==> config.mk <==
export PLATFORM = sky130hd
export DESIGN_NAME = half_step_stepper_mover
export DESIGN_NICKNAME = d
export VERILOG_FILES = /design/src/rtl/hssm_pkg.sv /design/src/rtl/hssm_mac.sv /design/src/rtl/hssm_drive.sv /design/src/rtl/half_step_stepper_mover.sv
export SDC_FILE = /design/constraint.sdc
export NUM_CORES = 2
export LEC_CHECK = 0
export ABC_AREA = 1
export ABC_CLOCK_PERIOD_IN_PS = 16800
export CORE_ASPECT_RATIO = 0.8
export CORE_MARGIN = 2
export CORE_UTILIZATION = 70
export CTS_CLUSTER_SIZE = 14
export DETAILED_ROUTE_END_ITERATION = 8
export DONT_BUFFER_PORTS = 1
export HOLD_SLACK_MARGIN = 0.1
export PLACE_DENSITY = 0.95
export RECOVER_POWER = 25
export SYNTH_ARGS = -nofsm -noshare
export SYNTH_HDL_FRONTEND = slang
export SYNTH_SLANG_ARGS = --single-unit
==> constraint.sdc <==
create_clock -name clk -period 16.8 [get_ports clk]
set_clock_uncertainty 0.05 [all_clocks]
set_input_delay 3.36 -clock clk [delete_from_list [all_inputs] [get_ports clk]]
set_output_delay 3.36 -clock clk [all_outputs]
set_load 0.01 [all_outputs]
==> src/rtl/hssm_pkg.sv <==
// ----------------------------------------------------------------------------
// hssm_pkg: shared types and constants of the half-step stepper mover
// Field widths, operation codes, register indexes, reset values, the
// half-step coil table and the structs passed between the block's modules.
// ----------------------------------------------------------------------------
package hssm_pkg;

  // Field and state widths
  localparam int SLOT_W   = 8;
  localparam int SPS_W    = 32;
  localparam int FRIC_W   = 16;
  localparam int DELAY_W  = 16;
  localparam int STEPS_W  = 20;
  localparam int COIL_W   = 4;
  localparam int PHASE_W  = 3;
  localparam int FRAC_W   = 17;
  localparam int CFG_IDX_W = 2;
  localparam int CFG_DATA_W = 32;

  // Shared multiplier widths
  localparam int MUL_A_W  = 32;
  localparam int MUL_B_W  = 16;
  localparam int PROD_W   = MUL_A_W + MUL_B_W;
  localparam int BASE_W   = SPS_W + SLOT_W;
  localparam int ACC_W    = BASE_W + FRIC_W;
  localparam int TOTAL_W  = 25;
  localparam int BONUS_W  = ACC_W - 32;

  localparam logic [STEPS_W-1:0] STEPS_MAX = '1;

  // Operation codes
  localparam logic OP_TICK = 1'b0;
  localparam logic OP_MOVE = 1'b1;

  // Configuration register indexes
  localparam logic [CFG_IDX_W-1:0] REG_STEPS_PER_SLOT = 2'd0;
  localparam logic [CFG_IDX_W-1:0] REG_FRICTION       = 2'd1;
  localparam logic [CFG_IDX_W-1:0] REG_STEP_DELAY     = 2'd2;

  // Register reset values
  localparam logic [SPS_W-1:0]   SPS_RESET   = 32'd133555814;
  localparam logic [FRIC_W-1:0]  FRIC_RESET  = 16'd16384;
  localparam logic [DELAY_W-1:0] DELAY_RESET = 16'd2;

  // Control toward the motion state
  typedef struct packed {
    logic               tick;
    logic               load;
    logic [STEPS_W-1:0] load_steps;
  } drv_ctrl_t;

  // Status from the motion state
  typedef struct packed {
    logic [COIL_W-1:0]  coil;
    logic               busy;
    logic [STEPS_W-1:0] steps;
  } drv_stat_t;

  // Accumulator control of the shared multiplier
  typedef struct packed {
    logic acc_en;
    logic acc_init;
    logic acc_shift;
  } mac_ctl_t;

  // Half-step coil pattern for a phase
  function automatic logic [COIL_W-1:0] coil_pattern(input logic [PHASE_W-1:0] idx);
    logic [COIL_W-1:0] pat;
    unique case (idx)
      3'd0: pat = 4'h1;
      3'd1: pat = 4'h3;
      3'd2: pat = 4'h2;
      3'd3: pat = 4'h6;
      3'd4: pat = 4'h4;
      3'd5: pat = 4'hC;
      3'd6: pat = 4'h8;
      3'd7: pat = 4'h9;
      default: pat = '0;
    endcase
    return pat;
  endfunction

endpackage

==> src/rtl/hssm_mac.sv <==
// ----------------------------------------------------------------------------
// hssm_mac: shared multiply-accumulate unit
// One 32x16 multiplier with a product register, followed by an accumulator
// that can start from the rounding constant or add the product shifted up
// by 32 bits.
// ----------------------------------------------------------------------------
module hssm_mac (
  input  logic                              clk,
  input  logic [hssm_pkg::MUL_A_W-1:0]      op_a,
  input  logic [hssm_pkg::MUL_B_W-1:0]      op_b,
  input  hssm_pkg::mac_ctl_t                ctl,
  output logic [hssm_pkg::PROD_W-1:0]       prod,
  output logic [hssm_pkg::ACC_W-1:0]        acc
);

  localparam logic [hssm_pkg::ACC_W-1:0] ROUND_HALF = hssm_pkg::ACC_W'(64'h8000_0000);

  logic [hssm_pkg::PROD_W-1:0] prod_r;
  logic [hssm_pkg::ACC_W-1:0]  acc_r;
  logic [hssm_pkg::ACC_W-1:0]  acc_nxt;
  logic [hssm_pkg::ACC_W-1:0]  addend;

  // Align the product: plain, or shifted up by one word
  always_comb begin
    if (ctl.acc_shift) begin
      addend = {prod_r[hssm_pkg::ACC_W-33:0], 32'd0};
    end else begin
      addend = hssm_pkg::ACC_W'(prod_r);
    end
    acc_nxt = (ctl.acc_init ? ROUND_HALF : acc_r) + addend;
  end

  // Multiply every cycle; accumulate on request
  always_ff @(posedge clk) begin
    prod_r <= op_a * op_b;
    if (ctl.acc_en) begin
      acc_r <= acc_nxt;
    end
  end

  assign prod = prod_r;
  assign acc  = acc_r;

endmodule

==> src/rtl/hssm_drive.sv <==
// ----------------------------------------------------------------------------
// hssm_drive: motion state of the stepper
// Holds the phase index, remaining half-steps, hold counter and coil
// register; plays one half-step per delay period on ticks and loads moves.
// ----------------------------------------------------------------------------
module hssm_drive (
  input  logic                              clk,
  input  logic                              rst_n,
  input  logic [hssm_pkg::DELAY_W-1:0]      step_delay,
  input  hssm_pkg::drv_ctrl_t               ctrl,
  output hssm_pkg::drv_stat_t               stat
);

  logic [hssm_pkg::PHASE_W-1:0] phase_r, phase_nxt;
  logic [hssm_pkg::STEPS_W-1:0] rem_r, rem_nxt;
  logic [hssm_pkg::DELAY_W-1:0] hold_r, hold_nxt;
  logic [hssm_pkg::COIL_W-1:0]  coil_r, coil_nxt;
  logic [hssm_pkg::DELAY_W-1:0] hold_dec;
  logic                         busy;

  assign busy     = (rem_r != '0) || (hold_r != '0);
  assign hold_dec = (hold_r != '0) ? hold_r - 1'b1 : hold_r;

  // Next motion state
  always_comb begin
    phase_nxt = phase_r;
    rem_nxt   = rem_r;
    hold_nxt  = hold_r;
    coil_nxt  = coil_r;
    if (ctrl.load) begin
      rem_nxt  = ctrl.load_steps;
      hold_nxt = '0;
      if (ctrl.load_steps != '0) begin
        coil_nxt  = hssm_pkg::coil_pattern(phase_r);
        phase_nxt = phase_r + 1'b1;
        rem_nxt   = ctrl.load_steps - 1'b1;
        hold_nxt  = step_delay;
      end else begin
        coil_nxt = '0;
      end
    end else if (ctrl.tick && busy) begin
      hold_nxt = hold_dec;
      if (hold_dec == '0) begin
        if (rem_r != '0) begin
          coil_nxt  = hssm_pkg::coil_pattern(phase_r);
          phase_nxt = phase_r + 1'b1;
          rem_nxt   = rem_r - 1'b1;
          hold_nxt  = step_delay;
        end else begin
          coil_nxt = '0;
        end
      end
    end
  end

  always_ff @(posedge clk) begin
    if (!rst_n) begin
      phase_r <= '0;
      rem_r   <= '0;
      hold_r  <= '0;
      coil_r  <= '0;
    end else begin
      phase_r <= phase_nxt;
      rem_r   <= rem_nxt;
      hold_r  <= hold_nxt;
      coil_r  <= coil_nxt;
    end
  end

  assign stat.coil  = coil_r;
  assign stat.busy  = busy;
  assign stat.steps = rem_r;

endmodule

==> src/rtl/half_step_stepper_mover.sv <==
// ----------------------------------------------------------------------------
// half_step_stepper_mover: half-step stepper sequencer with step accumulator
//
// Input channel (in_valid / in_stall): in_operation selects a time tick or a
// move command of in_slot_count slots. Every accepted item gives exactly one
// result on the output channel (out_valid / out_stall): the coil pattern,
// the busy flag and the half-steps still to be issued.
// A tick, or a move while busy (ignored), goes through ST_REPLY into the
// output register. A move goes through ST_BASE_MUL, ST_LO_MUL, ST_HI_MUL,
// ST_HI_ACC, ST_FINISH and ST_REPLY: one 32x16 multiplier runs three times
// (slots times steps per slot, then the low and high words of that product
// times the friction fraction), the rounding shares the low-word cycle, and
// the friction accumulate and the saturating add take their own cycles.
// A new item is taken once the sequencer is back in idle, even while a result
// still waits; a stalled result holds in the output register and the next
// one waits in the sequencer, stretching in_stall, until it is taken.
// Reset (rst_n low, synchronous) loads the register defaults, stops the
// coils, clears the phase, fraction and step state and empties the output.
// Configuration writes go through cfg_we / cfg_index / cfg_data; the user
// makes them only while idle, which the block itself does not enforce.
// ----------------------------------------------------------------------------
module half_step_stepper_mover (
  input  logic                                 clk,
  input  logic                                 rst_n,
  input  logic                                 in_valid,
  output logic                                 in_stall,
  input  logic                                 in_operation,
  input  logic [hssm_pkg::SLOT_W-1:0]          in_slot_count,
  output logic                                 out_valid,
  input  logic                                 out_stall,
  output logic [hssm_pkg::COIL_W-1:0]          out_coil_drive,
  output logic                                 out_busy_res,
  output logic [hssm_pkg::STEPS_W-1:0]         out_steps_left,
  input  logic                                 cfg_we,
  input  logic [hssm_pkg::CFG_IDX_W-1:0]       cfg_index,
  input  logic [hssm_pkg::CFG_DATA_W-1:0]      cfg_data
);

  typedef enum logic [2:0] {
    ST_IDLE,
    ST_BASE_MUL,
    ST_LO_MUL,
    ST_HI_MUL,
    ST_HI_ACC,
    ST_FINISH,
    ST_REPLY
  } state_t;

  state_t state_r, state_nxt;

  logic [hssm_pkg::SPS_W-1:0]   sps_r;
  logic [hssm_pkg::FRIC_W-1:0]  fric_r;
  logic [hssm_pkg::DELAY_W-1:0] delay_r;

  logic [hssm_pkg::SLOT_W-1:0]  slots_r, slots_nxt;
  logic [hssm_pkg::BASE_W-1:0]  base_r, base_nxt;
  logic [hssm_pkg::TOTAL_W-1:0] total_r, total_nxt;
  logic [hssm_pkg::FRAC_W-1:0]  frac_r, frac_nxt;

  logic                         out_valid_r, out_valid_nxt;
  logic [hssm_pkg::COIL_W-1:0]  out_coil_r, out_coil_nxt;
  logic                         out_busy_r, out_busy_nxt;
  logic [hssm_pkg::STEPS_W-1:0] out_steps_r, out_steps_nxt;

  logic [hssm_pkg::MUL_A_W-1:0] mul_a;
  logic [hssm_pkg::MUL_B_W-1:0] mul_b;
  hssm_pkg::mac_ctl_t           mac_ctl;
  logic [hssm_pkg::PROD_W-1:0]  prod;
  logic [hssm_pkg::ACC_W-1:0]   acc;

  hssm_pkg::drv_ctrl_t          drv_ctrl;
  hssm_pkg::drv_stat_t          drv_stat;

  logic                         in_xfer;
  logic                         out_free;
  logic signed [hssm_pkg::BASE_W+1:0] round_sum;
  logic [hssm_pkg::TOTAL_W:0]   sum_total;

  assign in_stall = (state_r != ST_IDLE);
  assign in_xfer  = in_valid && !in_stall;
  assign out_free = !out_valid_r || !out_stall;

  // Configuration registers
  always_ff @(posedge clk) begin
    if (!rst_n) begin
      sps_r   <= hssm_pkg::SPS_RESET;
      fric_r  <= hssm_pkg::FRIC_RESET;
      delay_r <= hssm_pkg::DELAY_RESET;
    end else if (cfg_we) begin
      unique case (cfg_index)
        hssm_pkg::REG_STEPS_PER_SLOT: sps_r   <= cfg_data;
        hssm_pkg::REG_FRICTION:       fric_r  <= cfg_data[hssm_pkg::FRIC_W-1:0];
        hssm_pkg::REG_STEP_DELAY:     delay_r <= cfg_data[hssm_pkg::DELAY_W-1:0];
        default: ;
      endcase
    end
  end

  // Round slots * steps + carried fraction to whole half-steps
  assign round_sum = $signed({2'b00, prod[hssm_pkg::BASE_W-1:0]})
                   + (hssm_pkg::BASE_W+2)'($signed(frac_r))
                   + (hssm_pkg::BASE_W+2)'(32768);

  // Add the friction bonus to the rounded count
  assign sum_total = (hssm_pkg::TOTAL_W+1)'(total_r)
                   + (hssm_pkg::TOTAL_W+1)'(acc[hssm_pkg::ACC_W-1:32]);

  // Sequencer
  always_comb begin
    state_nxt     = state_r;
    slots_nxt     = slots_r;
    base_nxt      = base_r;
    total_nxt     = total_r;
    frac_nxt      = frac_r;
    out_valid_nxt = out_valid_r;
    out_coil_nxt  = out_coil_r;
    out_busy_nxt  = out_busy_r;
    out_steps_nxt = out_steps_r;
    mul_a         = sps_r;
    mul_b         = hssm_pkg::MUL_B_W'(slots_r);
    mac_ctl       = '0;
    drv_ctrl      = '0;

    // drop the result once it is taken
    if (out_valid_r && !out_stall) begin
      out_valid_nxt = 1'b0;
    end

    unique case (state_r)
      ST_IDLE: begin
        if (in_xfer) begin
          if (in_operation == hssm_pkg::OP_TICK) begin
            drv_ctrl.tick = 1'b1;
            state_nxt     = ST_REPLY;
          end else if (drv_stat.busy) begin
            state_nxt = ST_REPLY;
          end else begin
            slots_nxt = in_slot_count;
            state_nxt = ST_BASE_MUL;
          end
        end
      end
      ST_BASE_MUL: begin
        mul_a     = sps_r;
        mul_b     = hssm_pkg::MUL_B_W'(slots_r);
        state_nxt = ST_LO_MUL;
      end
      ST_LO_MUL: begin
        mul_a    = prod[hssm_pkg::MUL_A_W-1:0];
        mul_b    = fric_r;
        base_nxt = prod[hssm_pkg::BASE_W-1:0];
        if (round_sum < 0) begin
          total_nxt = '0;
          frac_nxt  = round_sum[hssm_pkg::FRAC_W-1:0] - hssm_pkg::FRAC_W'(32768);
        end else begin
          total_nxt = round_sum[16 +: hssm_pkg::TOTAL_W];
          frac_nxt  = {1'b0, round_sum[15:0]} - hssm_pkg::FRAC_W'(32768);
        end
        state_nxt = ST_HI_MUL;
      end
      ST_HI_MUL: begin
        mul_a = hssm_pkg::MUL_A_W'(base_r[hssm_pkg::BASE_W-1:hssm_pkg::MUL_A_W]);
        mul_b = fric_r;
        mac_ctl.acc_en   = 1'b1;
        mac_ctl.acc_init = 1'b1;
        state_nxt = ST_HI_ACC;
      end
      ST_HI_ACC: begin
        mac_ctl.acc_en    = 1'b1;
        mac_ctl.acc_shift = 1'b1;
        state_nxt = ST_FINISH;
      end
      ST_FINISH: begin
        drv_ctrl.load = 1'b1;
        if (sum_total > (hssm_pkg::TOTAL_W+1)'(hssm_pkg::STEPS_MAX)) begin
          drv_ctrl.load_steps = hssm_pkg::STEPS_MAX;
        end else begin
          drv_ctrl.load_steps = sum_total[hssm_pkg::STEPS_W-1:0];
        end
        state_nxt = ST_REPLY;
      end
      ST_REPLY: begin
        // hold until the output register is free
        if (out_free) begin
          out_valid_nxt = 1'b1;
          out_coil_nxt  = drv_stat.coil;
          out_busy_nxt  = drv_stat.busy;
          out_steps_nxt = drv_stat.steps;
          state_nxt     = ST_IDLE;
        end
      end
      default: state_nxt = ST_IDLE;
    endcase
  end

  // State, carried fraction, working registers and output register
  always_ff @(posedge clk) begin
    if (!rst_n) begin
      state_r     <= ST_IDLE;
      frac_r      <= '0;
      out_valid_r <= 1'b0;
    end else begin
      state_r     <= state_nxt;
      frac_r      <= frac_nxt;
      out_valid_r <= out_valid_nxt;
    end
    slots_r     <= slots_nxt;
    base_r      <= base_nxt;
    total_r     <= total_nxt;
    out_coil_r  <= out_coil_nxt;
    out_busy_r  <= out_busy_nxt;
    out_steps_r <= out_steps_nxt;
  end

  hssm_mac u_mac (
    .clk  (clk),
    .op_a (mul_a),
    .op_b (mul_b),
    .ctl  (mac_ctl),
    .prod (prod),
    .acc  (acc)
  );

  hssm_drive u_drive (
    .clk        (clk),
    .rst_n      (rst_n),
    .step_delay (delay_r),
    .ctrl       (drv_ctrl),
    .stat       (drv_stat)
  );

  assign out_valid      = out_valid_r;
  assign out_coil_drive = out_coil_r;
  assign out_busy_res   = out_busy_r;
  assign out_steps_left = out_steps_r;

endmodule
# [Word level (Yosys, flattened, before mapping)]
# Memory sizes are Yosys's and may differ from the RTL's. A register that Yosys moved wholly into a read port is not among the register bits.
# Cells that the tools add are included.
[classes] add_sub_neg=10 n_mul=1 magnitude_cmp=2 n_eq_ne=11 mux=46 bitwise_logic=1 reduce_logical=29
[ops] operator="$mux 20" n=6
[ops] operator="$mux 16" n=7
[ops] operator="$mux 56" n=2
[ops] operator="$pmux 32 s2" n=1
[ops] operator="$add 56x56->56" n=1
[ops] operator="$mul 32x16->48" n=1
[ops] operator="$add 41x17->42" n=1
[ops] operator="$add 42x17->42 const B" n=1
[ops] operator="$lt 42x1->1 const B" n=1
[ops] operator="$reduce_bool 20->1" n=2
[ops] operator="$sub 20x1->20 const B" n=2
[ops] operator="$mux 3" n=13
[ops] operator="$add 25x24->26" n=1
[ops] operator="$gt 26x20->1 const B" n=1
[ops] operator="$mux 21" n=1
[ops] operator="$pmux 3 s7" n=1
[ops] operator="$mux 4" n=5
[ops] operator="$mux 17" n=1
[ops] operator="$sub 16x16->17 const B" n=1
[ops] operator="$sub 17x16->17 const B" n=1
[ops] operator="$logic_not 16->1" n=1
[ops] operator="$reduce_bool 16->1" n=1
[ops] operator="$sub 16x1->16 const B" n=1
[ops] operator="$reduce_and 2->1" n=6
[ops] operator="20 further kinds" n=41
[totals] reg_bits=330 rom_bits=64 inputBits=48 output_inout_bits=27 word_cells=120 mem_count=2
[mem_list] memory="(no name shown)" depth=8 word_bits=4 read_ports=1 rd_ports_with_merged_regs=1 wr=0 line_no="hssm_pkg.sv:69" source="unique case (idx)"
[mem_list] memory="(no name shown)" depth=8 word_bits=4 read_ports=1 rd_ports_with_merged_regs=1 wr=0 line_no="hssm_pkg.sv:69"

# [Logic depth before layout (Yosys ltp)]
[logic_depth] depth_word=10 ltp_mapped=41

# [Hierarchy]
# From an unflattened synthesis, not the netlist that was laid out.
[hier_totals] cells_unflattened=6063 hier_area_um2=40880.5
[modules_own_cells] mod="hssm_mac" instances=1 cells_per_inst=3877 area_each_um2=26070.0
[modules_own_cells] mod="half_step_stepper_mover" instances=1 cells_per_inst=1470 area_each_um2=10665.2
[modules_own_cells] mod="hssm_drive" instances=1 cells_per_inst=716 area_each_um2=4145.2

# [Least setup slack after synthesis]
# OpenSTA, ideal clock, no wires.
[synth_path] path_kind="reg-to-reg" from="register state_r[1]" to="register u_mac.prod_r (netlist bit u_mac.prod[46])" setup_time_ns=0.072 arrival_time_ns=7.105 required_time_ns=16.678 setup_slack_ns=9.574 path_stages_with_launch=37 path_buffers=2 period_less_slack_ns=7.226 cell_sequence="dfxtp_1 -> inv_1 -> nor2_1 -> inv_2 -> nor2_1 -> inv_1 -> clkbuf_1 -> nor2_1 -> inv_1 -> nand2_1 -> nand2_1 -> fa_1 -> inv_1 -> fa_1 -> inv_1 -> fa_1 -> inv_1 -> fa_1 -> fa_1 -> inv_1 -> fa_1 -> inv_1 -> ha_1 -> clkbuf_1 -> a21oi_1 -> o21ai_0 -> a21oi_1 -> o21ai_0 -> a21oi_1 -> o31ai_1 -> nand3_1 -> nand2_1 -> nand2_1 -> nand2_1 -> a21oi_1 -> o21ai_0 -> xor2_1"
[synth_via] elab_chain_cells=4
[synth_rtl] item="start: declaration" line_no="half_step_stepper_mover.sv:49" source="state_t state_r, state_nxt;"
[synth_rtl] item="start signal: assignment" line_no="half_step_stepper_mover.sv:203" source="state_r <= state_nxt;"
[synth_rtl] item="$eq 3x2->1" line_no="half_step_stepper_mover.sv:129" source="unique case (state_r)"
[synth_rtl] item="$reduce_or 2->1 (no line)"
[synth_rtl] item="$mux 16" line_no="half_step_stepper_mover.sv:129"
[synth_rtl] item="$mul 32x16->48 *" line_no="hssm_mac.sv:35" source="prod_r <= op_a * op_b;"
[synth_rtl] item="end signal: assignment" line_no="hssm_mac.sv:35"
[synth_rtl] item="end: declaration" line_no="hssm_mac.sv:18" source="logic [hssm_pkg::PROD_W-1:0] prod_r;"
# Mark *: on every way between the ends. The rest lies on a longest branch, timed or not.
# A chain may end at the register's enable or synchronous reset.

# [Worst setup path in the final report]
# Ends and elaborated chain as after synthesis.

==> results_dict.tcl <==
set metrics [dict create \
    ios 75 \
    initial_cell_density_of_the_core_pct 71.28 \
    cts.root.buffer_cell "clkbuf_16" \
    final-max-slew-violation-count 187 \
    final_net_count 5428 \
    viasPerCell 5.886 \
    core.rowCount 73 \
    total_die_area_mm2 0.05280 \
    postLayoutSetupSlackWorst_ns 3.974 \
    max_freq_ghz 0.07797 \
    synth.avg_cell_area_um2 7.564 \
    timing_worst_slew_pin_value_ns 2.942 \
    drive_above_1_share_pct 3.148 \
    start_kind "register" \
    post_synth_inst_count 4717 \
    grt_start_max_net_pins 95 \
    setup_viol 0 \
    grt_pass1_vias 31020 \
    criticalPathCategory "register to register" \
    post-route-min-period_ns 12.83 \
    area_growth_syn_to_layout_pct 4.846 \
    total_of_flip_flops_plus_latches_after_synthesis 302 \
    placement.setup.worst_slack_ns 7.295 \
    maxCapViolCount 4 \
    timing_hold_violations_final 0 \
    run_status "complete, but fails checks" \
    antenna_found_initial 6 \
    place_inst 5318 \
    drt_wl_total_mm 107.4 \
    worstSkewPairLatency_ns 0.61 \
    ys_warnings 0 \
    numCtsBuffers 31 \
    wire_length_of_the_first_global_routing_pass_mm 167.2 \
    drt_first_pass_iters 6 \
    clk_transition_reported_paths_ns 0.07 \
    die_height_um 205.9 \
    final-instance-count-excl-fill 5383 \
    fraction_of_the_yosys_area_taken_by_sequential_cells_pct 20.37 \
    setup_fix_buffers_added_after_clock_tree_synthesis 0 \
    gp_congestion 1.042 \
    rsz0062_at_grt "false" \
    violations "capacitance limit, slew limit" \
    core-area_mm2 0.05005 \
    buffers_on_ports 0 \
    synth-edff-count 122 \
    commonest_non_fill_non_tap_cell_in_the_layout "nand2_1" \
    worst-r2r-setup-slack_ns 3.97 \
    relSlewSlack_pct -96.13 \
    floorplan.die.width_um 256.4 \
    worst_setup_path_end_kind "register" \
    critPathArrivalTime_ns 13.31 \
    htree_levels 1 \
    clock_sink_count 302 \
    post_cts_resized 0 \
    timing.critical_path.fanout_max 54 \
    dr_wl_cell_um 19.96 \
    post-route-drc-count 0 \
    final_cell_mix "994 x nand2_1, 967 x inv_1, 599 x nor2_1" \
    yosys.cell_types.count 54 \
    cts_tree "yes" \
    crit_path_top_delay_cell "clkbuf_1" \
    critical_path.max_stage_delay_ns 1.92 \
    worst_path_most_repeated_cell "inv_1" \
    antenna_violating_nets_remaining 0 \
    via_count 31685 \
    fillerInstances 3858 \
    synth.net_count 5469 \
    clock_path_buffers 3 \
    endpoint_required_time_on_the_critical_path_ns 17.28 \
    postCtsHoldBufs 0 \
    grt.total_usage_pct 40.81 \
    worst_hold_path_class "register to register" \
    place_hpwl_mm 86.18 \
    final_clock_period_utilization_by_the_worst_path_pct 76.35 \
    number_of_design_rule_violations_left_by_the_first_detailed_router_iteration 3818 \
    top_reg_cell_synth "dfxtp_1" \
    timing.setup.tns_ns 0 \
    syn_area_mm2 0.03568 \
    async_reset_ff_share_pct 0 \
    globalRoute.totalOverflow 0 \
]
==> state kept, by name (all words and copies together), names as in the netlist, 17 cells and up, named ones only <==
register        cells
frac_r             17
sps_r              32
u_drive.rem_r      20
out_steps_left     20
u_mac.acc          56
u_mac.prod         48
total_r            25
==> path summary, 6_finish.rpt <==
path,from,end,cells past startpoint
setup / recovery,state_r[1],u_mac.prod[46],37
hold / removal,u_drive.coil_r[3],out_coil_drive[3],0
setup reg to reg,state_r[1],u_mac.prod[46],37
hold reg to reg,u_drive.coil_r[3],out_coil_drive[3],0
==> kinds of logic after synthesis <==
family | Yosys count | synth area share [%]
compound gates | 654 | 10.20
simple gates | 1802 | 20.20
xor+xnor | 171 | 4.198
flops | 302 | 20.37
buf+inv | 1084 | 11.49
fa+ha+maj | 704 | 33.55
==> routing by layer <==
layer  vias up  part of all wire [%]  track usage [%]
met4         0                   5.9            20.41
met5         -                     0                0
met3       335                    12            8.585
met1     14895                    39            53.82
li1      14505                     -                -
met2      1950                    44            64.63
==> cell usage after synthesis, types with 8 or more instances <==
master / number / area share (%)
clkbuf_1: 93 / 0.98
o21a_1: 18 / 0.38
or2_2: 14 / 0.25
a21oi_1: 295 / 4.1
a31oi_1: 40 / 0.70
o211ai_1: 13 / 0.27
nand4_1: 30 / 0.53
nand3_1: 90 / 1.3
a21boi_0: 10 / 0.21
xnor2_1: 68 / 1.7
nor2_2: 11 / 0.19
nor3_1: 25 / 0.35
xor2_1: 103 / 2.5
dfxtp_1: 180 / 10
inv_1: 966 / 10
o22ai_1: 8 / 0.14
edfxtp_1: 122 / 10
ha_1: 283 / 9.9
nand2_1: 994 / 10
inv_2: 9 / 0.095
o21ai_1: 9 / 0.13
nand2_2: 8 / 0.14
o21bai_1: 16 / 0.34
o21ai_0: 200 / 2.8
o31ai_1: 8 / 0.17
nor2_1: 603 / 6.3
fa_1: 421 / 24
==> cell type report <==
class                           instances  area, µm²  share of cell area (%)
Inverter                              978       3671                   9.813
Multi-Input combinational cell       3331      24340                   65.08
Clock buffer                           41      864.6                   2.311
Antenna cell                            7      17.52                 0.04683
Clock inverter                         17      177.7                  0.4749
Sequential cell                       302       7267                   19.43
Tap cell                              675      844.6                   2.258
Timing Repair Buffer                   32      221.5                  0.5920
==> per-stage QoR <==
stage / hold slack, ns / area (µm²) / util [%]
CTS: 0.3841 / 37420 / 74.77
floorplan: 0.3586 / 35680 / -
global route: 0.3966 / 37410 / 74.73
finish: 0.3855 / 37410 / 74.74
global placement: 0.3615 / 36380 / 72.68
detailed placement: 0.3681 / 36380 / 72.68
==> worst max-delay path: cells and delay by family (launching register included) <==
family,cells,cell delay [ns]
buf+inv,12,5.18
fa+ha+maj,7,3.36
simple gates,9,2.17
compound gates,8,1.40
flops,1,0.36
xor+xnor,1,0.15
Power is not shown: default switching activity piles up to over one toggle a cycle in this logic, so the estimate is an artifact.
